**src/hw/rtl/tts_pkg.sv**
```systemverilog
// ----------------------------------------------------------------------------
// tts_pkg - shared types and constants for the triangle tangent space block
// Payload structs, sequencer states and datapath widths.
// ----------------------------------------------------------------------------
package tts_pkg;

    // Datapath widths
    localparam int E_W   = 17;           // edge and texture deltas
    localparam int P_W   = 35;           // plane tangent components
    localparam int D_W   = 37;           // rounded normal projection
    localparam int MA_W  = 37;           // multiplier operand a
    localparam int MB_W  = 31;           // multiplier operand b
    localparam int PR_W  = MA_W + MB_W;  // product
    localparam int ACC_W = PR_W + 2;     // accumulator over up to three terms
    localparam int M_W   = 53;           // orthogonalized tangent magnitude
    localparam int SQ_W  = 64;           // square root operand
    localparam int LEN_W = 32;           // vector length
    localparam int NUM_W = 48;           // division dividend
    localparam int Q_W   = 16;           // division quotient

    localparam logic [15:0]        THR_RESET = 16'd17;
    localparam logic signed [15:0] Q_ONE     = 16'sd16384;

    typedef struct packed {
        logic signed [15:0] pos_x;
        logic signed [15:0] pos_y;
        logic signed [15:0] pos_z;
        logic signed [15:0] tex_u;
        logic signed [15:0] tex_v;
        logic signed [15:0] norm_x;
        logic signed [15:0] norm_y;
        logic signed [15:0] norm_z;
        logic               first_of_mesh;
    } t_vin;

    typedef struct packed {
        logic signed [15:0] tangent_x;
        logic signed [15:0] tangent_y;
        logic signed [15:0] tangent_z;
        logic signed [15:0] bitangent_x;
        logic signed [15:0] bitangent_y;
        logic signed [15:0] bitangent_z;
        logic [1:0]         corner;
        logic               last;
        logic               degenerate;
        logic               zero_tangent;
    } t_vout;

    typedef enum logic [3:0] {
        S_IDLE,
        S_DELTA,
        S_DET,
        S_CHECK,
        S_PL,
        S_DOT,
        S_ROUND,
        S_TN,
        S_TOP,
        S_NORM,
        S_SQ,
        S_SQRT,
        S_DIV,
        S_BIT,
        S_BRND,
        S_OUT
    } t_state;

endpackage

```
**src/hw/rtl/tts_mul.sv**
```systemverilog
// ----------------------------------------------------------------------------
// tts_mul - shared signed multiplier
// One registered product per cycle, with the subtract flag carried alongside.
// ----------------------------------------------------------------------------
module tts_mul (
    input  logic                             i_clk,
    input  logic signed [tts_pkg::MA_W-1:0]  i_a,
    input  logic signed [tts_pkg::MB_W-1:0]  i_b,
    input  logic                             i_sub,
    output logic signed [tts_pkg::PR_W-1:0]  o_prod,
    output logic                             o_sub
);
    import tts_pkg::*;

    logic signed [PR_W-1:0] r_prod;
    logic                   r_sub;

    // Register product and its sign of use
    always_ff @(posedge i_clk) begin
        r_prod <= PR_W'(i_a) * PR_W'(i_b);
        r_sub  <= i_sub;
    end

    assign o_prod = r_prod;
    assign o_sub  = r_sub;

endmodule

```
**config.mk**
```make
export PLATFORM = sky130hd
export DESIGN_NAME = tts_mul
export DESIGN_NICKNAME = d
export VERILOG_FILES = /design/src/hw/rtl/tts_pkg.sv /design/src/hw/rtl/tts_mul.sv
export SDC_FILE = /design/constraint.sdc
export NUM_CORES = 2
export LEC_CHECK = 0
export ABC_AREA = 1
export ABC_CLOCK_PERIOD_IN_PS = 9900
export BUFFER_PORTS_ARGS = -buffer_cell sky130_fd_sc_hd__buf_2
export CORE_ASPECT_RATIO = 1.5
export CORE_UTILIZATION = 59
export CTS_BUF_LIST = sky130_fd_sc_hd__clkbuf_8
export DETAILED_ROUTE_END_ITERATION = 8
export HOLD_SLACK_MARGIN = 0.06
export PLACE_DENSITY = 0.76
export SLEW_MARGIN = 10
export SYNTH_ARGS = -nofsm -noshare
export SYNTH_HDL_FRONTEND = slang
export SYNTH_SLANG_ARGS = --single-unit
```
**constraint.sdc**
```tcl
create_clock -name i_clk -period 9.9 [get_ports i_clk]
set_input_delay 1.98 -clock i_clk [delete_from_list [all_inputs] [get_ports i_clk]]
set_output_delay 1.98 -clock i_clk [all_outputs]
set_load 0.01 [all_outputs]
```
* Yosys cells after proc, flatten, opt, wreduce, memory -nomap -nowiden
Cells that the tools add are included.
** Storage, ports and cells
- Register bits after elaboration :: 69
- Output and inout port bits :: 69
- Logic and storage cells :: 3
- Bits of input ports :: 70
** Cells by class
- Multipliers :: 1
** Operator list (number)
- multiplier 37 x 31 -> 68 bit :: 1

* Logic depth before layout (Yosys ltp)
- Depth after elaboration :: 1
- Gate-level depth with buffers :: 33
- Depth with buffers taken out :: 31

* Worst setup path after synthesis
Ideal clock, no wire load.
- Kind :: input to register
- From :: input i_b[6] in the netlist's numbering
- To :: register r_prod[64], in the netlist o_prod[64]
- Path slack :: 1095 ps
- Arrival time :: 8693 ps
- Setup time :: 112 ps
- Cell stages on the path :: 29
- Required time :: 9788 ps
- Path buffers :: 2
- Cells stage by stage :: clkbuf_1 buf_1 nand2_1 inv_1 fa_1 inv_1 fa_1 inv_1 fa_1 fa_1 inv_1 fa_1 inv_1 fa_1 inv_1 fa_1 fa_1 inv_1 ha_1 a21oi_1 nor2_1 nor2_1 o21ai_0 nand2_1 nand2_1 a21oi_1 nand2_1 nand2_1 nand2_1
** On the way
- Cells in the longest elaborated chain, start to end :: 1
** RTL lines
- start: declaration :: line tts_mul.sv:8 : input logic signed [tts_pkg::MB_W-1:0] i_b,
- multiplier 37 x 31 -> 68 bit :: line tts_mul.sv:20 : r_prod <= PR_W'(i_a) * PR_W'(i_b);
- end signal: assignment :: line tts_mul.sv:20
- end: declaration :: line tts_mul.sv:15 : logic signed [PR_W-1:0] r_prod;
Every way passes these cells.

* Worst setup path in the final report
- From :: input i_b[23] in the netlist's numbering
- To :: register r_prod[44], in the netlist o_prod[44]
Same word-level chain as after synthesis.

==> impl_results.md <==
- Largest stage delay, worst path: 700 ps
- Die Y-Extent: 339 µm
- Setup bufs post-CTS: 0
- Syn nets: 7,195
- Port Buffers: 138
- Top cell type's share of synthesized area: 53.6%
- Setup violators final: 0
- Num rows: 123
- Leading area contributor after synthesis: fa_1
- Syn-to-layout area delta: 4.56%
- Largest net degree at the start of global routing: 38
- Synth Warn #: 0
- Stages on the worst setup path: 24
- Synth cell types: 32
- Vias in the first global route: 39,500
- Pre-CTS setup slack: 401 ps
- Unrepaired setup endpoints after global routing: no
- Slowest CP cell: buf_2
- WHS: 1700 ps
- Primary FF master, synth: dfxtp_1
- Hold Path Class: in -> reg
- Period utilisation layout: 93.7%
- Most frequent CP cell: fa_1
- CP arrival: 9500 ps
- RePlAce Congestion: 0.992
- Max-slew headroom: 31.1%
- Total GRT Usage: 37.1%
- Minimum clock period: 9280 ps
- Drt total wl: 134,000 µm
- Initial antenna violation count: 4
- Critical path class: in -> reg
- Final ANT Viol Nets: 0
- Largest fanout on the critical path: 24
- Post-Syn Area: 0.0445 mm²
- CP Buf/Inv Count: 7
- Async S/R FF share, synth: 0%
- Syn avg cell area: 7.76 µm²
- Hold path endpoint: o_sub
- Hold Path Depth: 1
- Slew @ Worst Pin: 1030 ps
- Hold-fix buffers, CTS: 0
- Worst path required time: 10,120 ps
- CTS tree: yes
- Root buffer cell: clkbuf_8
- Clk buf depth: 2
- Syn Inst Count: 5,739
- H-tree depth: 3
- HPWL after DPL: 112,000 µm
- Die area: 0.0766 mm²
- Routed len/inst: 19.7 µm
- Drt drc: 0
- Fmax: 108 MHz
- Core footprint: 0.0748 mm²
- Critical-path cell list: buf_2 > buf_4 > nand2_1 > fa_1 > inv_1 > fa_1 > fa_1 > fa_1 > fa_1 > fa_1 > fa_1 > inv_1 > fa_1 > inv_1 > ha_1 > nand2_1 > nor2_1 > nand2_1 > inv_1 > nand2_1 > nand2_1 > inv_2 > nand3_1 > xor2_1
- I/O pin count: 139
- Synth area leaders: fa_1 54%, inv_1 17%, nand2_1 14%
- Seq cells post-synth: 69
- Final net count: 7,210
- Vias: 35,700
- First-pass GRT wire length: 212,000 µm
- Initial Utilization: 59.6%
- Final hold violations: 0
- Fraction of the yosys area taken by sequential cells: 3.10%
- Number of synthesized flops with an enable pin: 0
- Share of layout cells above drive strength 1: 5.90%
- Post-CTS sizing: 0
- CP Launch Type: input port
- Status: completed
- Max Cap Viol: 0
- Grt ovf: 0
- Starting DRT DRC Count: 2,457
- Final max-slew violation count: 0
- Nature of the critical path endpoint: flop
- Worst-path clk slew: 90 ps
- Hold Crit Start: i_sub
- CTS Sinks: 69
- Number of buffers created by CTS: 9
- Vias per inst: 5.29
- Worst setup margin: 625 ps
- DR pass1 iterations: 8
- Cell family with most CP delay: adder cells
- Die Wd: 226 µm
- Total negative slack: 0 ps
kinds of logic after synthesis:
| family | after synthesis | share of synthesized area [%] |
|---|---|---|
| buf+inv | 2221 | 18.7 |
| simple gates | 1921 | 17.1 |
| fa+ha+maj | 1386 | 59.0 |
| compound gates | 103 | 1.26 |
| flops | 69 | 3.10 |
| xor+xnor | 39 | 0.767 |
flip-flops by register name (all words and copies together), names as in the netlist:
register and flops:
o_sub 1, o_prod 68
per-stage QoR:
| stage | instance area, µm² | std cells | util [%] |
|---|---|---|---|
| detailed placement | 46400 | 6743 | 62.0 |
| global placement | 46400 | 6743 | 62.0 |
| floorplan | 44500 | 5739 | - |
| CTS | 46600 | 6759 | 62.3 |
| global route | 46600 | 6761 | 62.3 |
| finish | 46600 | 6761 | 62.3 |
cells in the final DEF (no fill, tap or decap), drive strengths merged:
master	netlist	routed
a21oi	65	65
clkbuf	166	10
fa	1192	1192
xnor2	5	5
dfxtp	69	69
nor3	16	16
nand2	1654	1654
xor2	34	34
o21bai	11	11
clkinvlp	0	1
or2	8	8
o21ai	24	24
o21a	2	2
a21o	1	1
nor2	144	144
diode	0	2
nor4	4	4
buf	69	239
nand3	73	73
clkinv	2	4
inv	1984	1987
nand3b	3	3
ha	194	194
nand4	19	19
area by class of cell:
| class | count | area, µm² |
|---|---|---|
| fillers | 6755 | 28200 |
| clock buffers | 10 | 138 |
| well taps | 1000 | 1250 |
| inverters | 1986 | 7450 |
| multi-input cells | 3449 | 34800 |
| flip-flops and latches | 69 | 1380 |
| repair buffers | 239 | 1470 |
| diodes | 2 | 5.00 |
| clock inverters | 6 | 46.3 |
how the worst max path moves through the flow:
stage	from	to	slack, ps
4_1_cts	i_b[23]	o_prod[44]	790
3_5_place_dp	i_b[23]	o_prod[44]	400
6_report	i_b[23]	o_prod[44]	620
3_3_place_gp	i_b[23]	o_prod[44]	500
5_1_grt	i_b[7]	o_prod[44]	490
2_1_floorplan	i_b[6]	o_prod[64]	1090
synthesized netlist by cell type, types with 2 or more instances:
library cell and instances:
nand2_2 30, o21ai_0 20, inv_2 13, nand3_2 4, a21oi_1 62, o21bai_1 11
nor2_1 128, buf_1 69, clkinv_1 2, a21oi_2 3, o21ai_1 4, nor4_1 3
nor3_2 7, nor2_2 12, xnor2_1 5, nand4_1 19, clkbuf_1 166, xor2_1 34
inv_1 1971, nor2_4 4, nand3b_1 3, nand2_4 3, or2_2 8, o21a_1 2
dfxtp_1 69, fa_1 1192, ha_1 194, nand3_1 69, nor3_1 9, nand2_1 1621
metal layers:
metal	part of all wire, %	up-vias	track usage (%)	wire, µm
met3	7.4	733	5.82	9920
met5	0.0090	-	0	12
met4	10	2	30.1	13600
li1	-	15500	-	-
met2	51	1810	65.1	68000
met1	31	17700	38.8	41900
Power is not shown: default switching activity piles up to over one toggle a cycle in this logic, so the estimate is an artifact.
