## src/hw/rtl/tts_pkg.sv

```systemverilog
// ----------------------------------------------------------------------------
// tts_pkg - shared types and constants for the triangle tangent space block
// Payload structs, sequencer states and datapath widths.
// ----------------------------------------------------------------------------
package tts_pkg;

    // Datapath widths
    localparam int E_W   = 17;           // edge and texture deltas
    localparam int P_W   = 35;           // plane tangent components
    localparam int D_W   = 37;           // rounded normal projection
    localparam int MA_W  = 37;           // multiplier operand a
    localparam int MB_W  = 31;           // multiplier operand b
    localparam int PR_W  = MA_W + MB_W;  // product
    localparam int ACC_W = PR_W + 2;     // accumulator over up to three terms
    localparam int M_W   = 53;           // orthogonalized tangent magnitude
    localparam int SQ_W  = 64;           // square root operand
    localparam int LEN_W = 32;           // vector length
    localparam int NUM_W = 48;           // division dividend
    localparam int Q_W   = 16;           // division quotient

    localparam logic [15:0]        THR_RESET = 16'd17;
    localparam logic signed [15:0] Q_ONE     = 16'sd16384;

    typedef struct packed {
        logic signed [15:0] pos_x;
        logic signed [15:0] pos_y;
        logic signed [15:0] pos_z;
        logic signed [15:0] tex_u;
        logic signed [15:0] tex_v;
        logic signed [15:0] norm_x;
        logic signed [15:0] norm_y;
        logic signed [15:0] norm_z;
        logic               first_of_mesh;
    } t_vin;

    typedef struct packed {
        logic signed [15:0] tangent_x;
        logic signed [15:0] tangent_y;
        logic signed [15:0] tangent_z;
        logic signed [15:0] bitangent_x;
        logic signed [15:0] bitangent_y;
        logic signed [15:0] bitangent_z;
        logic [1:0]         corner;
        logic               last;
        logic               degenerate;
        logic               zero_tangent;
    } t_vout;

    typedef enum logic [3:0] {
        S_IDLE,
        S_DELTA,
        S_DET,
        S_CHECK,
        S_PL,
        S_DOT,
        S_ROUND,
        S_TN,
        S_TOP,
        S_NORM,
        S_SQ,
        S_SQRT,
        S_DIV,
        S_BIT,
        S_BRND,
        S_OUT
    } t_state;

endpackage

```

## src/hw/rtl/tts_div.sv

```systemverilog
// ----------------------------------------------------------------------------
// tts_div - restoring divider
// Unsigned quotient of 16 bits, one bit per cycle.
// ----------------------------------------------------------------------------
module tts_div (
    input  logic                             i_clk,
    input  logic                             i_rst_n,
    input  logic                             i_start,
    input  logic [tts_pkg::NUM_W-1:0]        i_num,
    input  logic [tts_pkg::LEN_W:0]          i_den,
    output logic                             o_done,
    output logic [tts_pkg::Q_W-1:0]          o_quot
);
    import tts_pkg::*;

    localparam int CNT_W = $clog2(Q_W);

    logic [NUM_W-1:0] r_rem;
    logic [NUM_W-1:0] r_dsh;
    logic [Q_W-1:0]   r_q;
    logic [CNT_W-1:0] r_cnt;
    logic             r_busy;
    logic             r_done;

    // Compare and subtract the shifted divisor, most significant bit first
    always_ff @(posedge i_clk) begin
        if (!i_rst_n) begin
            r_busy <= 1'b0;
            r_done <= 1'b0;
        end else begin
            r_done <= 1'b0;
            if (i_start) begin
                r_rem  <= i_num;
                r_dsh  <= NUM_W'(i_den) << (Q_W - 1);
                r_q    <= '0;
                r_cnt  <= '0;
                r_busy <= 1'b1;
            end else if (r_busy) begin
                if (r_rem >= r_dsh) begin
                    r_rem <= r_rem - r_dsh;
                    r_q   <= {r_q[Q_W-2:0], 1'b1};
                end else begin
                    r_q   <= {r_q[Q_W-2:0], 1'b0};
                end
                r_dsh <= r_dsh >> 1;
                r_cnt <= r_cnt + CNT_W'(1);
                if (r_cnt == CNT_W'(Q_W - 1)) begin
                    r_busy <= 1'b0;
                    r_done <= 1'b1;
                end
            end
        end
    end

    assign o_done = r_done;
    assign o_quot = r_q;

endmodule

```

## config.mk

```make
export PLATFORM = sky130hd
export DESIGN_NAME = tts_div
export DESIGN_NICKNAME = d
export VERILOG_FILES = /design/src/hw/rtl/tts_pkg.sv /design/src/hw/rtl/tts_div.sv
export SDC_FILE = /design/constraint.sdc
export NUM_CORES = 1
export LEC_CHECK = 0
export ABC_AREA = 1
export BUFFER_PORTS_ARGS = -buffer_cell sky130_fd_sc_hd__buf_2
export CORE_MARGIN = 8
export CORE_UTILIZATION = 55
export CTS_CLUSTER_DIAMETER = 50
export DETAILED_ROUTE_END_ITERATION = 7
export GPL_ROUTABILITY_DRIVEN = 0
export HOLD_SLACK_MARGIN = 0.08
export PLACE_DENSITY = 0.87
export SLEW_MARGIN = 20
export SYNTH_ARGS = -nofsm -noshare
export SYNTH_HDL_FRONTEND = slang
export SYNTH_SLANG_ARGS = --single-unit
```

## constraint.sdc

```tcl
create_clock -name i_clk -period 4.4 [get_ports i_clk]
set_input_delay 0.22 -clock i_clk [delete_from_list [all_inputs] [get_ports i_clk]]
set_output_delay 0.22 -clock i_clk [all_outputs]
set_load 0.05 [all_outputs]
```

# == Word level (Yosys, flattened, before mapping) ==
# Index checks and enable logic that the tools add are counted.
# totals
ramBits,0
wordCells,30
mem_count,0
latchBits,0
regBits,118
rom_bits,0
in_bits,84
# op_classes
addsub,2
n_shift,0
magnitude_cmp,1
muxes,12
div,0
bitwise,2
eq_ne,1
reduce_logical,5
n_mul,0
# ops
op,n
two-way mux 48 bit,5
greater-or-equal comparator 48 bit,1
subtractor 48 bit,1
two-way mux 16 bit,1
two-way mux 1 bit,5
adder 4 x 1 -> 4 bit (second input constant),1
== test 4 bit (second input constant),1
two-way mux 4 bit,1
nonzero test 2 bit,2
AND reduction 3 bit,1
OR reduction 3 bit,1
NOT 1 bit,2
AND reduction 2 bit,1

# == Logic depth before layout (Yosys ltp) ==
# depth
depth_word,4
depth_mapped,15
mapped_depth_nobuf,15

# == Worst setup path after synthesis ==
# Ideal clock, no wire load.
# synth_timing
path_kind,register to register
startpoint,register r_dsh[0]
endpoint,"register r_rem[0], enable pin"
path_stages_with_launch,12
setup_slack_ps,392
t_arrival_ps,3553
cell_sequence,edfxtp_1 > ha_1 > fa_1 > nor2_1 > o21ai_0 > nand2_1 > nand2_1 > nand2_1 > nand2_1 > nand4_2 > nor2_1 > nor2_1
# synth_via
elab_chain_cells,3
# synth_rtl
item,line,rtl
start: declaration,tts_div.sv:19,logic [NUM_W-1:0] r_dsh;
start signal: assignment,tts_div.sv:34,r_dsh <= NUM_W'(i_den) << (Q_W - 1);
start signal: assignment,tts_div.sv:45,r_dsh <= r_dsh >> 1;
greater-or-equal comparator 48 bit,tts_div.sv:39,if (r_rem >= r_dsh) begin
nonzero test 2 bit (no source line),--,
AND reduction 3 bit (no source line),--,
end signal: assignment,tts_div.sv:33,r_rem <= i_num;
end signal: assignment,tts_div.sv:40,r_rem <= r_rem - r_dsh;
end: declaration,tts_div.sv:18,logic [NUM_W-1:0] r_rem;
# No other way between the ends.
# A chain may end at the register's enable or synchronous reset.

# == Worst setup path after layout ==
# layout_timing
startpoint,register r_rem[12]
endpoint,"register r_rem[3], enable pin"
# layout_via
elab_chain_cells,3
# layout_rtl
item,line
greater-or-equal comparator 48 bit,tts_div.sv:39
nonzero test 2 bit (no source line),--
AND reduction 3 bit (no source line),--
# No other way between the ends.

==> flow_summary.json <==
{
  "status": "finished, final reports clean",
  "hold_viol_final": 0,
  "critPathLaunchType": "flop",
  "swShare_pct": 34.7,
  "power_mw": 3.86,
  "postCtsSetupBuffers": 0,
  "seq_area_frac_synth_pct": 37.7,
  "synth_nets": 1512,
  "num_rows": 47,
  "final_common_cell": "nand2_1",
  "post_drt_wl_per_cell_um": 14.2,
  "pwr-share-seq_pct": 35.6,
  "place_area_um2": 10100,
  "syn_area_um2": 9330,
  "ir_drop_mv": 0.295,
  "pwr-share-comb_pct": 28.6,
  "h-tree-depth": 4,
  "critical-path-max-stage-delay_ps": 540,
  "p_leak_nw": 5.87,
  "initial_core_util_pct": 56.3,
  "internal_power_mw": 2.52,
  "post-route-period-util_pct": 67.3,
  "grt_overflow": 0,
  "syn-mean-instance-area_um2": 6.77,
  "fin_area_um2": 11200,
  "synthTopCellsByArea": "edfxtp_1 37%, nand2_1 21%, inv_1 12%",
  "fin_crit_ps": 2960,
  "grt_pass1_wl_um": 41200,
  "whs_ps": 83.2,
  "diodes": 0,
  "drt-initial-drc-count": 836,
  "ctsResizeCount": 0,
  "rsz0062_at_grt": "no",
  "portBuffers": 100,
  "grt_max_degree": 93,
  "powerDensity_nw_per_um2": 346,
  "groute.usage.overall_pct": 23.7,
  "worst_pin_slew_ps": 831,
  "synthDominantCellAreaShare_pct": 37.3,
  "drt_wl_total_um": 25000,
  "final_layout_size_suffix_gt1_share_pct": 15.4,
  "fmax_mhz": 337,
  "synth_warnings": 0,
  "hpwlAfterDp_um": 18600,
  "min_path_type": "primary input to flop",
  "fin_skew_ps": 13.3,
  "hold_buffers": 51,
  "core_um2": 16600,
  "syn_inst": 1378,
  "synth_cell_types": 32,
  "worst_slack_ps": 1440,
  "path_cells": "ha_1 -> nand2_1 -> nor2_1 -> nand2_1 -> nor3_1 -> nand3_1 -> nand4_2 -> nor2_1 -> nor2_4 -> buf_12",
  "yosys.area.top_type": "edfxtp_1",
  "worst-setup-path-type": "flop to flop",
  "cts_buffers": 17,
  "area_delta_synth_final_pct": 19.7,
  "pre_cts_ws_ps": 1550,
  "arrival_ps": 3090,
  "worst-path-max-fanout": 28,
  "die_area_um2": 21400,
  "ys_ff_latch": 118,
  "slew_headroom_pct": 44.0,
  "crit_slowest_cell": "nor2_4",
  "cts_tree": "built",
  "io_pins": 101,
  "setup_viol": 0,
  "nNetsFinal": 1666,
  "p_clk_share_pct": 35.9,
  "required_ps": 4530,
  "cts_root_buffer": "clkbuf_16",
  "grt_pass1_vias": 8814,
  "async_reset_ff_share_pct": 0,
  "p_sw_mw": 1.34,
  "synth_flop_cell": "edfxtp_1",
  "finalSetupTns_ps": 0,
  "final_cell_mix": "518 x nand2_1, 296 x inv_1, 116 x edfxtp_1",
  "crit_path_end_kind": "flop",
  "cap_viol_max_count": 0,
  "firstDrtPassIters": 5,
  "ant_nets": 0,
  "clk_pin_slew_ps": 70,
  "clk_path_buf_depth": 2,
  "drc": 0,
  "die-width_um": 146,
  "viasPerCell": 5.09,
  "synth_edf_count": 116,
  "dieHeight_um": 146,
  "drv_slew": 0,
  "cts.sink_count": 118,
  "clock_latency_ps": 440,
  "antenna_found_initial": 0,
  "vias": 8984
}
-- critical path, delay by kind of cell (launching register included) --
kind | cells | cell delay [ps]
flops | 1 | 380
simple gates | 8 | 1570
buf+inv | 1 | 300
fa+ha+maj | 1 | 390
-- final timing paths --
kind | start | end | slack (ps) | depth (start not counted)
worst max-delay path | r_rem[12]$_DFFE_PP_ | r_rem[3]$_DFFE_PP_ | 1440 | 10
worst min-delay path | i_num[46] | r_rem[46]$_DFFE_PP_ | 80 | 3
worst max register to register | r_rem[12]$_DFFE_PP_ | r_rem[3]$_DFFE_PP_ | 1440 | 10
worst min register to register | r_cnt[3]$_SDFFCE_PP0P_ | r_busy$_SDFF_PN0_ | 480 | 1
-- state kept, by name, indices dropped and copies added (netlist names) --
name and cells:
r_dsh 48, r_rem 48, o_quot 16, r_cnt 4, o_done 1, r_busy 1
-- cell type report --
class,instances,area (um2)
clock inverter,15,155
sequential,118,3520
multi-input combinational,929,4560
inverter,310,1160
timing repair buffer,156,1060
fill,1392,5410
clock buffer,17,425
tap,220,275
-- power groups by stage --
stage | combinational [mW] | clock, mW | sequential [mW]
2_1_floorplan | 0.744 | 0 | 1.43
3_3_place_gp | 1.01 | 0 | 1.39
3_5_place_dp | 1.04 | 0 | 1.40
4_1_cts | 1.08 | 1.39 | 1.37
5_1_grt | 1.23 | 1.44 | 1.38
6_report | 1.10 | 1.39 | 1.37
-- metal layers --
metal  track usage [%]  up-vias  share of wire, %
met5                 0        -                 0
met4              10.7        0               3.6
met3              5.47       78               7.9
met2              39.7      380                47
met1              28.6     3995                42
li1                  -     4531                 -
-- Yosys cell counts (13+ instances only) --
cell type    n
nand2_1    518
inv_1      297
edfxtp_1   116
nor2_1      83
nand3_1     65
ha_1        49
o21ai_0     46
a21oi_1     35
nor2_2      35
nand2_2     23
clkbuf_1    13
inv_2       13
-- through the flow --
stage          utilization [%]  std cells
6_report                  67.4       1765
3_5_place_dp              60.8       1682
5_1_grt                   67.4       1765
3_3_place_gp              60.8       1682
4_1_cts                   67.4       1765
2_1_floorplan                -       1378
-- cells by family (layout without fill, tap and decap cells) --
group,Yosys count,after routing,share of synthesized area [%]
AOI/OAI and AO/OA,91,91,4.97
xor gates and xnor gates,13,13,1.22
adders and majority gates,50,50,6.78
buffers and inverters,331,498,13.4
DFF,118,118,37.7
and+or+nand+nor,775,775,35.8
Note: power is estimated with default switching activity, not from simulation.
