==> src/hw/rtl/tts_pkg.sv <==
// ----------------------------------------------------------------------------
// tts_pkg - shared types and constants for the triangle tangent space block
// Payload structs, sequencer states and datapath widths.
// ----------------------------------------------------------------------------
package tts_pkg;

    // Datapath widths
    localparam int E_W   = 17;           // edge and texture deltas
    localparam int P_W   = 35;           // plane tangent components
    localparam int D_W   = 37;           // rounded normal projection
    localparam int MA_W  = 37;           // multiplier operand a
    localparam int MB_W  = 31;           // multiplier operand b
    localparam int PR_W  = MA_W + MB_W;  // product
    localparam int ACC_W = PR_W + 2;     // accumulator over up to three terms
    localparam int M_W   = 53;           // orthogonalized tangent magnitude
    localparam int SQ_W  = 64;           // square root operand
    localparam int LEN_W = 32;           // vector length
    localparam int NUM_W = 48;           // division dividend
    localparam int Q_W   = 16;           // division quotient

    localparam logic [15:0]        THR_RESET = 16'd17;
    localparam logic signed [15:0] Q_ONE     = 16'sd16384;

    typedef struct packed {
        logic signed [15:0] pos_x;
        logic signed [15:0] pos_y;
        logic signed [15:0] pos_z;
        logic signed [15:0] tex_u;
        logic signed [15:0] tex_v;
        logic signed [15:0] norm_x;
        logic signed [15:0] norm_y;
        logic signed [15:0] norm_z;
        logic               first_of_mesh;
    } t_vin;

    typedef struct packed {
        logic signed [15:0] tangent_x;
        logic signed [15:0] tangent_y;
        logic signed [15:0] tangent_z;
        logic signed [15:0] bitangent_x;
        logic signed [15:0] bitangent_y;
        logic signed [15:0] bitangent_z;
        logic [1:0]         corner;
        logic               last;
        logic               degenerate;
        logic               zero_tangent;
    } t_vout;

    typedef enum logic [3:0] {
        S_IDLE,
        S_DELTA,
        S_DET,
        S_CHECK,
        S_PL,
        S_DOT,
        S_ROUND,
        S_TN,
        S_TOP,
        S_NORM,
        S_SQ,
        S_SQRT,
        S_DIV,
        S_BIT,
        S_BRND,
        S_OUT
    } t_state;

endpackage

==> src/hw/rtl/tts_sqrt.sv <==
// ----------------------------------------------------------------------------
// tts_sqrt - iterative integer square root
// Floor root of a 64-bit value, one result bit per cycle.
// ----------------------------------------------------------------------------
module tts_sqrt (
    input  logic                             i_clk,
    input  logic                             i_rst_n,
    input  logic                             i_start,
    input  logic [tts_pkg::SQ_W-1:0]         i_x,
    output logic                             o_done,
    output logic [tts_pkg::LEN_W-1:0]        o_root
);
    import tts_pkg::*;

    logic [SQ_W-1:0] r_x;
    logic [SQ_W-1:0] r_r;
    logic [SQ_W-1:0] r_b;
    logic            r_busy;
    logic            r_done;
    logic [SQ_W-1:0] trial;

    assign trial = r_r + r_b;

    // Advance one bit pair of the operand per cycle
    always_ff @(posedge i_clk) begin
        if (!i_rst_n) begin
            r_busy <= 1'b0;
            r_done <= 1'b0;
        end else begin
            r_done <= 1'b0;
            if (i_start) begin
                r_x    <= i_x;
                r_r    <= '0;
                r_b    <= SQ_W'(1) << (SQ_W - 2);
                r_busy <= 1'b1;
            end else if (r_busy) begin
                if (r_x >= trial) begin
                    r_x <= r_x - trial;
                    r_r <= (r_r >> 1) + r_b;
                end else begin
                    r_r <= r_r >> 1;
                end
                r_b <= r_b >> 2;
                if (r_b == SQ_W'(1)) begin
                    r_busy <= 1'b0;
                    r_done <= 1'b1;
                end
            end
        end
    end

    assign o_done = r_done;
    assign o_root = r_r[LEN_W-1:0];

endmodule

==> config.mk <==
export PLATFORM = sky130hd
export DESIGN_NAME = tts_sqrt
export DESIGN_NICKNAME = d
export VERILOG_FILES = /design/src/hw/rtl/tts_pkg.sv /design/src/hw/rtl/tts_sqrt.sv
export SDC_FILE = /design/constraint.sdc
export NUM_CORES = 1
export LEC_CHECK = 0
export ABC_AREA = 1
export BUFFER_PORTS_ARGS = -buffer_cell sky130_fd_sc_hd__buf_2
export CAP_MARGIN = 20
export CORE_MARGIN = 8
export CORE_UTILIZATION = 55
export CTS_CLUSTER_DIAMETER = 120
export CTS_CLUSTER_SIZE = 20
export DETAILED_ROUTE_END_ITERATION = 7
export HOLD_SLACK_MARGIN = 0.1
export PLACE_DENSITY_LB_ADDON = 0.1
export RECOVER_POWER = 50
export SLEW_MARGIN = 20
export SYNTH_ARGS = -nofsm -noshare
export SYNTH_HDL_FRONTEND = slang
export SYNTH_SLANG_ARGS = --single-unit
==> constraint.sdc <==
create_clock -name i_clk -period 7.65 [get_ports i_clk]
set_input_delay 1.1475 -clock i_clk [delete_from_list [all_inputs] [get_ports i_clk]]
set_output_delay 1.1475 -clock i_clk [all_outputs]
set_load 0.1 [all_outputs]
# --- Word-level counts from Yosys, hierarchy flattened ---
# Cells that the tools add are included.
# W data, S select, Z words.
classes:
  n_reduce_logical: 5
  shifts: 0
  bitwise: 2
  eq_ne: 1
  n_mul: 0
  add_sub_neg: 3
  magnitude_cmp: 1
  div: 0
  muxes: 10
ops:
  columns: ["cell", "count"]
  rows:
  - ["$mux W64", 5]
  - ["$add A63 B63 Y64", 1]
  - ["$add A64 B63 Y64", 1]
  - ["$ge A64 B64 Y1", 1]
  - ["$sub A64 B64 Y64", 1]
  - ["$mux W63", 1]
  - ["$eq A32 B1 Y1 const B", 1]
  - ["$mux W1", 4]
  - ["$reduce_bool A2 Y1", 2]
  - ["$reduce_and A3 Y1", 1]
  - ["$reduce_or A3 Y1", 1]
  - ["$not A1 Y1", 2]
  - ["$reduce_and A2 Y1", 1]
word_totals:
  in_bits: 67
  latchBits: 0
  ramBits: 0
  out_inout_bits: 33
  mem_count: 0
  rom_bits: 0
  regBits: 162
  elab_cells: 27

# --- Longest topological paths before layout ---
# Gate-level depths: netlist of the first run.
depth:
  depth_word: 5
  ltp_mapped: 27
  mapped_depth_nobuf: 27

# --- Least setup slack after synthesis of the first run ---
# No wires, ideal clock.
synth_timing:
  path_type: "input to register"
  from: "input i_start"
  to: "register r_x[0] (enable)"
  n_path_buf: 1
  path_slack_ns: 2.002
  required_ns: 7.232
  setup_ns: 0.418
  arrival_time_ns: 5.230
  cell_stages: 5
  path_cell_list: "buf_1 > o21ai_0 > inv_1 > o21ai_0 > inv_1"
synth_between:
  elab_chain_len: 2
  word_cells_on_any_way: 3
  cone_classes: "3 x reduce/logical"
synth_lines:
  columns: ["element", "line", "text"]
  rows:
  - ["from (decl)", "tts_sqrt.sv:8", "input logic i_start,"]
  - ["$reduce_bool A2 Y1 (no source line)", null, null]
  - ["$reduce_and A3 Y1 (no source line) (*)", null, null]
  - ["to (signal assigned)", "tts_sqrt.sv:32", "r_x <= i_x;"]
  - ["to (signal assigned)", "tts_sqrt.sv:38", "r_x <= r_x - trial;"]
  - ["to (decl)", "tts_sqrt.sv:15", "logic [SQ_W-1:0] r_x;"]
# Mark *: on every way between the ends. The rest lies on a longest branch, timed or not.
# A chain may end at the register's enable or synchronous reset.

# --- Final worst setup path of the first run ---
layout_timing:
  from: "input i_start"
  to: "register r_x[27] (enable)"
# Same word-level chain as after synthesis.

==> run summary, run 1 <==
Hold Buf Count CTS - 0
n_diodes - 0
Crit. Startpoint - i_start
core region area - 36,500 µm²
Detailed Place HPWL - 61.6 mm
CTS Sinks - 162
antenna-violating nets left - 0
ys flop type - edfxtp_1
total track usage - 33.9%
Slew HR - -69.8%
net switching power - 2420 µW
Peak VDD IR - 0.000171 V
Post-layout nets - 3,741
Synthesis Warnings - 0
total power draw - 4790 µW
cell taking the most area after synthesis - nand2_1
Yosys reg bits - 162
most common cell after layout, fill and taps aside - nand2_1
cells after synthesis - 3,492
Port-buffer cells - 99
Max-Cap Viols - 4
leak pwr - 0.0112 µW
Sequential Power Share - 27.1%
Cell Pwr Density - 223 nW/µm²
# H-tree levels - 4
Critical Path Sink Type - flop
aggregate global routing overflow - 0
setup violators final - 0
WL per Instance - 18.6 µm
setup bufs post-CTS - 0
crit path time final - 6.26 ns
die area - 43,400 µm²
via count - 22,600
Async SR Flop Fraction - 0%
first-pass GRT wire length - 116 mm
clock skew - 0.0185 ns
Synth cell types - 45
RR Startpoint - r_r[20]$_SDFFCE_PP0P_
Hold Path Origin - r_busy$_SDFF_PN0_
crit path DAT - 6.42 ns
vias in the first global route - 21,800
initial antenna violation count - 0
Setup CP Type - in2reg
Max Fclk - 0.160 GHz
fraction of layout cells with a size suffix above 1 - 3.88%
WP data required - 7.81 ns
syn_nets - 3,690
initial DRC count - 2,380
Comb pwr share - 55.3%
CP max FO - 52
Startpoint Class - input port
CTS resizes - 0
switch share - 50.6%
Clk network pwr share - 17.6%
Post-synth EDFFs - 160
clk buf depth - 2
Worst Max-Slew Pin Slew - 2.55 ns
drt total wl - 74.9 mm
Die Width - 208 µm
largest net degree at the start of global routing - 69
Synth top area share - 26.2%
die height - 208 µm
synth top area cells - nand2_1, edfxtp_1, inv_1, ha_1, nor2_1
TritonCTS clock tree - done
Hold Path Class - reg2reg
DRC errors left - 0
commonest non-fill, non-tap cells in the layout - nand2_1, inv_1, nor2_1
clock-pin slew on the worst setup and hold paths - 0.07 ns
synthesized area - 20,300 µm²
TritonCTS buffer count - 17
internal power - 2370 µW
Initial Utilization - 55.7%
area added between synthesis and finish - 5.74%
Hold Vio Cnt, Final - 0
Pins Over Slew Limit - 193
clock root cell - clkbuf_16
clk_lat worst skew - 0.49 ns
Core Rows - 70
failing checks - max-capacitance violations, max-slew violations
RSZ-0062 raised after global routing - no
run status - complete, but fails checks
sequential share of the synthesized area - 23.8%
Tcrit/Tclk final - 81.8%
setup_tns - 0 ns
vias per std cell - 5.62
Top-Level Pins - 100
GPL Wtd Cong - 1.05
first drt pass iteration count - 7
synthesized area per cell - 5.82 µm²
power by group through the flow:
stage | clock network [µW] | registers (µW) | logic, µW
global placement | 0 | 1300 | 2520
CTS | 843 | 1290 | 2590
global route | 865 | 1310 | 2920
finish | 840 | 1300 | 2650
floorplan | 0 | 1230 | 1970
detailed placement | 0 | 1310 | 2570
per-layer routing:
metal / wire length (µm) / global-route usage (%) / vias up
met3: 6080 / 4.78 / 242
met4: 4790 / 19.6 / 0
li1: - / - / 11000
met5: 0 / 0 / -
met1: 29400 / 40.7 / 10200
met2: 34600 / 57.6 / 1118
final timing paths:
check,end,cells after the start,slack [ns]
setup / recovery,r_x[27]$_DFFE_PP_,6,1.39
hold / removal,o_done$_SDFF_PP0_,1,0.49
setup reg to reg,r_x[27]$_DFFE_PP_,22,1.70
hold reg to reg,o_done$_SDFF_PP0_,1,0.49
stage by stage:
stage               worst slack [ns]  cells  utilization, %  hold WS [ns]  area, µm²
floorplan                       2.00   3492               -         0.454      20300
global placement                2.01   3992            57.6         0.464      21000
detailed placement              1.91   3992            57.6         0.475      21000
CTS                             1.84   4024            59.0         0.491      21600
global route                   0.969   4024            58.9         0.501      21500
finish                          1.39   4024            58.9         0.488      21500
cell usage after synthesis (3+ instances only):
cell,number
buf_6,6
clkbuf_1,22
nor3_1,30
ha_1,130
buf_4,32
inv_1,561
xor2_1,45
a21oi_1,141
buf_2,10
nor2_1,355
nand4_1,28
inv_2,6
and3_1,3
nand3_1,221
nand2_1,1420
buf_1,5
o21a_1,8
or2_2,10
edfxtp_1,160
o21ai_0,133
nor2_2,6
a21o_1,6
and2_1,13
nand2_2,6
nand3b_1,25
nor4_1,10
o21bai_1,14
xnor2_1,58
o21ai_1,7
cell type report:
class                      count  area [µm²]
clock buffer                  18         429
clock inverter                14         108
fill                        3721       15000
inverter                     567        2130
multi-input combinational   2688       12900
sequential                   162        4840
tap                          468         586
timing repair buffer         107         503
worst max-delay path, stage by stage:
cell and delay [ns]:
clkbuf_1 1.76, o21ai_0 0.55, clkinvlp_2 1.20, o21ai_0 0.29, inv_2 0.91, buf_4 0.42
sequential cells by signal, indices dropped and copies added (netlist names):
register,flops
r_x,64
r_b,32
r_busy,1
o_done,1
r_r,64
cells by family (layout without fill, tap and decap cells):
kind of cell | Yosys count | after routing | synth area share, %
compound gates | 318 | 318 | 8.31
flops | 162 | 162 | 23.8
xor+xnor | 103 | 103 | 4.44
simple gates | 2136 | 2136 | 42.6
buf+inv | 642 | 706 | 12.7
fa+ha+maj | 131 | 131 | 8.10
(Power assumes the default switching activity.)
==> run 2, diff against run 1 <==
ABC_AREA = 0   (was 1)
clock period = 6.4 ns   (was 7.65 ns; I/O delays follow)
==> run summary, run 2 <==
antenna-violating nets left - 0 (unchanged)
failing checks - max-capacitance violations, max-slew violations
drt total wl - 44.0 mm (-41%)
synth top area cells - edfxtp_1, ha_1, o21ai_0, xnor2_1, xor2_1
cells after synthesis - 1,735 (-50%)
# H-tree levels - 4 (unchanged)
Port-buffer cells - 99 (unchanged)
fraction of layout cells with a size suffix above 1 - 9.69% (+5.8 points)
Worst Max-Slew Pin Slew - 3.00 ns (+0.450 ns)
via count - 13,300 (-41%)
slowest stage delay, CP - 0.48 ns (-1.28 ns)
worst path cell trace - ha_1, a31o_2, a31oi_1, o21ai_0, a21oi_2, o21ai_0, a31oi_1, inv_1, a31oi_1, xor2_1, ha_1, a21o_1, o21bai_1, o21bai_1, a21o_1, a21oi_1, o32ai_2, nor2_2, buf_4, and4b_1, mux2i_1, nand2_1
Pins Over Slew Limit - 151 (-22%)
commonest non-fill, non-tap cells in the layout - nand2_1, o21ai_0, edfxtp_1
Top-Level Pins - 100 (unchanged)
Max-Cap Viols - 3 (-1)
core region area - 26,900 µm² (-26%)
vias per std cell - 6.26 (+11%)
Hold Vio Cnt, Final - 0 (unchanged)
final worst setup slack - 0.277 ns (-1.11 ns)
Initial Utilization - 55.9% (+0.25 points)
sequential share of the synthesized area - 32.2% (+8.4 points)
crit path time final - 6.12 ns
Critical Path Sink Type - flop
Worst path slowest cell - edfxtp_1
Post-synth top cells - nand2_1, edfxtp_1, o21ai_0, nor2_1, ha_1
n_diodes - 0 (unchanged)
Synth top area share - 32.0% (+5.8 points)
Hold Path Class - reg2reg
run status - complete, but fails checks
most common cell after layout, fill and taps aside - nand2_1
total power draw - 5090 µW (+6.3%)
first-pass GRT wire length - 69.6 mm (-40%)
Slew HR - -99.7% (-30 points)
RSZ-0062 raised after global routing - no
first drt pass iteration count - 5 (-2)
Post-layout nets - 1,971 (-47%)
Cell Pwr Density - 314 nW/µm² (+41%)
depth of the most critical reg-to-reg path - 22 (unchanged)
clock root cell - clkbuf_16
syn_nets - 1,933 (-48%)
area added between synthesis and finish - 7.70%
Max Fclk - 0.163 GHz
Yosys reg bits - 162 (unchanged)
die height - 181 µm (-13%)
clk_lat worst skew - 0.45 ns (-0.04 ns)
initial antenna violation count - 0 (unchanged)
Setup CP Type - reg2reg
CP max FO - 29 (-44%)
synthesized area per cell - 8.66 µm² (+49%)
cell taking the most area after synthesis - edfxtp_1
synthesized area - 15,000 µm² (-26%)
Tcrit/Tclk final - 95.7%
aggregate global routing overflow - 0 (unchanged)
DRC errors left - 0 (unchanged)
biggest regs - r_r (64), r_x (64), r_b (32)
setup bufs post-CTS - 0 (unchanged)
Post-synth EDFFs - 160 (unchanged)
Core Rows - 60 (-14%)
most frequent CP cell - a31oi_1
CTS Sinks - 162 (unchanged)
hold depth - 1 (unchanged)
total track usage - 26.4% (-7.5 points)
WL per Instance - 20.7 µm (+11%)
Startpoint Class - flop
ys flop type - edfxtp_1
clock-pin slew on the worst setup and hold paths - 0.07 ns (about the same)
setup violators final - 0 (unchanged)
Async SR Flop Fraction - 0% (unchanged)
clk buf depth - 2 (unchanged)
die area - 32,900 µm² (-24%)
TritonCTS buffer count - 17 (unchanged)
GPL Wtd Cong - 0.964 (-8.2%)
WP data required - 6.61 ns (-1.20 ns)
leak pwr - 0.00613 µW (-45%)
Final Core Density - 60.2% (+1.4 points)
Die Width - 181 µm (-13%)
vias in the first global route - 12,500 (-43%)
Detailed Place HPWL - 34.1 mm (-45%)
initial DRC count - 1,572 (-34%)
largest net degree at the start of global routing - 85 (+23%)
TritonCTS clock tree - done
crit path DAT - 6.33 ns (-0.09 ns)
clock skew - 0.0181 ns (-0.000313 ns)
Post-Place Setup Slack - 0.251 ns (-1.65 ns)
Synth cell types - 81 (+80%)
setup_tns - 0 ns (unchanged)
Peak VDD IR - 0.000224 V (+31%)
Synthesis Warnings - 0 (unchanged)
cell with the most instances after synthesis - nand2_1
## run 2: worst paths after layout
check                          end  slack (ns)                 start
max          r_r[56]$_SDFFCE_PP0P_        0.28  r_r[2]$_SDFFCE_PP0P_
min              o_done$_SDFF_PP0_        0.48     r_busy$_SDFF_PN0_
max reg2reg  r_r[56]$_SDFFCE_PP0P_        0.28  r_r[2]$_SDFFCE_PP0P_
min reg2reg      o_done$_SDFF_PP0_        0.48     r_busy$_SDFF_PN0_
## run 2: area by class of cell
cell class                      count  area [µm²]
Fill cell                        2465       10700
Inverter                           39         148
Clock inverter                     15         166
Tap cell                          341         427
Multi-Input combinational cell   1432        9530
Timing Repair Buffer              121         648
Sequential cell                   162        4840
Clock buffer                       17         425
## run 2: what timing repair did
action                     4_1_cts  5_1_grt
gates resized for setup          0        4
setup endpoints to repair        0       88
hold buffers                     0        0
## run 2: critical path: cells and delay by family (launching register included)
family / cells / cell delay [ns]
and+or+nand+nor: 3 / 0.56
xor gates and xnor gates: 1 / 0.19
buffers and inverters: 2 / 0.47
AOI/OAI and AO/OA: 13 / 3.34
DFF: 1 / 0.48
adders and majority gates: 2 / 0.70
muxes: 1 / 0.12
## run 2: cells by family (layout without fill, tap and decap cells)
kind of cell | Yosys count | after routing | synth area share (%)
AOI/OAI and AO/OA | 560 | 560 | 24.0
xor gates and xnor gates | 169 | 169 | 9.85
adders and majority gates | 131 | 131 | 11.0
buffers and inverters | 141 | 192 | 4.45
DFF | 162 | 162 | 32.2
muxes | 9 | 9 | 0.633
and+or+nand+nor | 563 | 563 | 17.9
## run 2: power by group
group          switching, µW  leakage [µW]  internal, µW
registers                145       0.00156          1370
logic                   1590       0.00428           929
clock network            505      0.000287           555
## run 2: routing by layer
metal	track usage, %	wire length, µm	up-vias
li1	-	-	6509
met1	41.2	22100	6246
met2	37.6	17900	524
met3	3.93	3220	40
met4	5.87	707	0
met5	0	0	-
## run 2: per-stage QoR
| stage | hold WS [ns] | cells | area, µm² |
|---|---|---|---|
| floorplan | 0.447 | 1735 | 15000 |
| detailed placement | 0.472 | 2095 | 15700 |
| global placement | 0.458 | 2095 | 15700 |
| global route | 0.517 | 2127 | 16200 |
| CTS | 0.489 | 2127 | 16200 |
| finish | 0.485 | 2127 | 16200 |
==> run 3, diff against run 2 <==
CELL_PAD_IN_SITES_DETAIL_PLACEMENT = 1   (was unset)
CELL_PAD_IN_SITES_GLOBAL_PLACEMENT = 2   (was unset)
CORE_MARGIN = 2   (was 8)
CORE_UTILIZATION = 39   (was 55)
clock period = 5.9 ns   (was 6.4 ns; I/O delays follow)
==> run summary, run 3 (synthesis gave the netlist of run 2 again) <==
Clk network pwr share - 19.4% (-1.4 points)
total track usage - 26.1% (-0.35 points)
setup violators final - 0 (unchanged)
fraction of layout cells with a size suffix above 1 - 13.3% (+3.6 points)
first drt pass iteration count - 5 (unchanged)
clock root cell - clkbuf_16
clock-pin slew on the worst setup and hold paths - 0.08 ns (about the same)
FF-to-FF End - r_r[29]$_SDFFCE_PP0P_
WP data required - 6.22 ns (-0.39 ns)
Top-Level Pins - 100 (unchanged)
slowest stage delay, CP - 0.42 ns (-0.06 ns)
drt total wl - 51.9 mm (+18%)
Max Fclk - 0.178 GHz (+9.0%)
Hold WS - 0.494 ns (+0.00896 ns)
DRC errors left - 0 (unchanged)
die area - 40,100 µm² (+22%)
# H-tree levels - 4 (unchanged)
n_diodes - 0 (unchanged)
crit path DAT - 5.94 ns (-0.39 ns)
most frequent CP cell - a21o_1
Worst path slowest cell - edfxtp_1
Setup CP Type - reg2reg
Worst Max-Slew Pin Slew - 2.79 ns (-0.202 ns)
Detailed Place HPWL - 40.7 mm (+20%)
CP endpoint - r_r[29]$_SDFFCE_PP0P_
die height - 200 µm (+10%)
switch share - 44.5% (+0.51 points)
vias in the first global route - 13,700 (+10%)
Startpoint Class - flop
Port-buffer cells - 99 (unchanged)
Peak VDD IR - 0.000233 V (+4.0%)
internal power - 3190 µW (+12%)
Crit. Startpoint - r_r[0]$_SDFFCE_PP0P_
Hold Path Class - reg2reg
Initial Utilization - 39.7% (-16 points)
Cell Pwr Density - 340 nW/µm² (+8.2%)
commonest non-fill, non-tap cells in the layout - nand2_1, edfxtp_1, o21ai_0
leak pwr - 0.00637 µW (+4.0%)
biggest regs - r_r (64), r_x (64), r_b (32)
net switching power - 2560 µW (+14%)
Slew HR - -86.3% (+13 points)
Post-layout nets - 2,020 (+2.5%)
Core Rows - 71 (+18%)
clk buf depth - 2 (unchanged)
clk_lat worst skew - 0.50 ns (+0.05 ns)
Comb pwr share - 52.3% (+2.8 points)
failing checks - max-capacitance violations, max-slew violations
Placed Cells - 2,313 (+10%)
aggregate global routing overflow - 0 (unchanged)
setup_tns - 0 ns (unchanged)
WL per Instance - 22.1 µm (+7.0%)
RR Startpoint - r_r[0]$_SDFFCE_PP0P_
CP max FO - 9 (-69%)
clock skew - 0.0144 ns (-0.00374 ns)
core region area - 37,800 µm² (+41%)
initial DRC count - 913 (-42%)
reg2reg setup slack - 0.28 ns (about the same)
initial antenna violation count - 0 (unchanged)
crit path time final - 5.62 ns (-0.504 ns)
Die Width - 200 µm (+10%)
Hold Vio Cnt, Final - 0 (unchanged)
CTS Sinks - 162 (unchanged)
largest net degree at the start of global routing - 163 (+92%)
Critical Path Sink Type - flop
vias per std cell - 5.78 (-7.6%)
Pins Over Slew Limit - 58 (-62%)
area added between synthesis and finish - 12.4%
Max-Cap Viols - 1 (-2)
run status - complete, but fails checks
TritonCTS clock tree - done
Tcrit/Tclk final - 95.2% (-0.43 points)
final std cells w/o fill - 2,345 (+10%)
most common cell after layout, fill and taps aside - nand2_1
GPL Wtd Cong - 0.884 (-8.3%)
via count - 13,600 (+1.8%)
Sequential Power Share - 28.3% (-1.4 points)
depth of the most critical reg-to-reg path - 25 (+14%)
first-pass GRT wire length - 81.3 mm (+17%)
TritonCTS buffer count - 17 (unchanged)
antenna-violating nets left - 0 (unchanged)
[run 3: power by group through the flow]
stage | Combinational [µW] | Clock, µW | Sequential (µW)
after floorplan | 2130 | 0 | 1590
after global placement | 2920 | 0 | 1640
after detailed placement | 2960 | 0 | 1640
after CTS | 2980 | 1150 | 1620
after global routing | 3310 | 1180 | 1640
final | 3000 | 1120 | 1630
[run 3: worst min path at each step]
stage	from	endpoint	slack, ns	cells after the start
2_1_floorplan	r_busy$_SDFF_PN0_	o_done$_SDFF_PP0_	0.45	1
3_3_place_gp	r_busy$_SDFF_PN0_	o_done$_SDFF_PP0_	0.47	1
3_5_place_dp	r_busy$_SDFF_PN0_	o_done$_SDFF_PP0_	0.47	1
4_1_cts	r_busy$_SDFF_PN0_	o_done$_SDFF_PP0_	0.49	1
5_1_grt	r_busy$_SDFF_PN0_	o_done$_SDFF_PP0_	0.51	1
6_report	r_busy$_SDFF_PN0_	o_done$_SDFF_PP0_	0.49	1
[run 3: area by class of cell]
| cell class | count | area, µm² |
|---|---|---|
| tap | 511 | 639 |
| timing repair buffer | 170 | 1060 |
| clock inverter | 12 | 109 |
| multi-input combinational | 1432 | 9660 |
| clock buffer | 19 | 433 |
| inverter | 39 | 146 |
| fill | 4501 | 21000 |
| sequential | 162 | 4840 |
[run 3: timing repair]
item / CTS / global route
gates resized for setup: 3 / 30
setup buffers: 0 / 1
hold buffers: 0 / 0
pin swaps: 0 / 7
endpoints found under the setup margin: 69 / 141
[run 3: worst max-delay path: cells and delay by family (launching register included)]
kind	cells	cell delay, ns
adders and majority gates	3	0.87
xor gates and xnor gates	1	0.09
AOI/OAI and AO/OA	15	3.07
DFF	1	0.42
buffers and inverters	3	0.48
and+or+nand+nor	3	0.52
[run 3: per-layer routing]
metal  GRT usage [%]  share of wire [%]  routed length [µm]  vias up
li1                -                  -                   -     6594
met1            39.6                 52               26900     6653
met2            37.9                 42               21800      273
met3            5.03                4.7                2440       41
met4            5.90                1.4                 701        0
met5               0                  0                   0        -
[run 3: per-stage QoR]
stage	total power, µW	instance area [µm²]	setup WS [ns]	utilization, %
final	5750	16900	0.281	44.6
after global routing	6140	16900	-0.0252	44.6
after CTS	5750	16800	0.0799	44.5
after detailed placement	4600	16300	-0.106	43.0
after global placement	4560	16300	-0.0238	43.0
after floorplan	3710	15000	0.0117	-
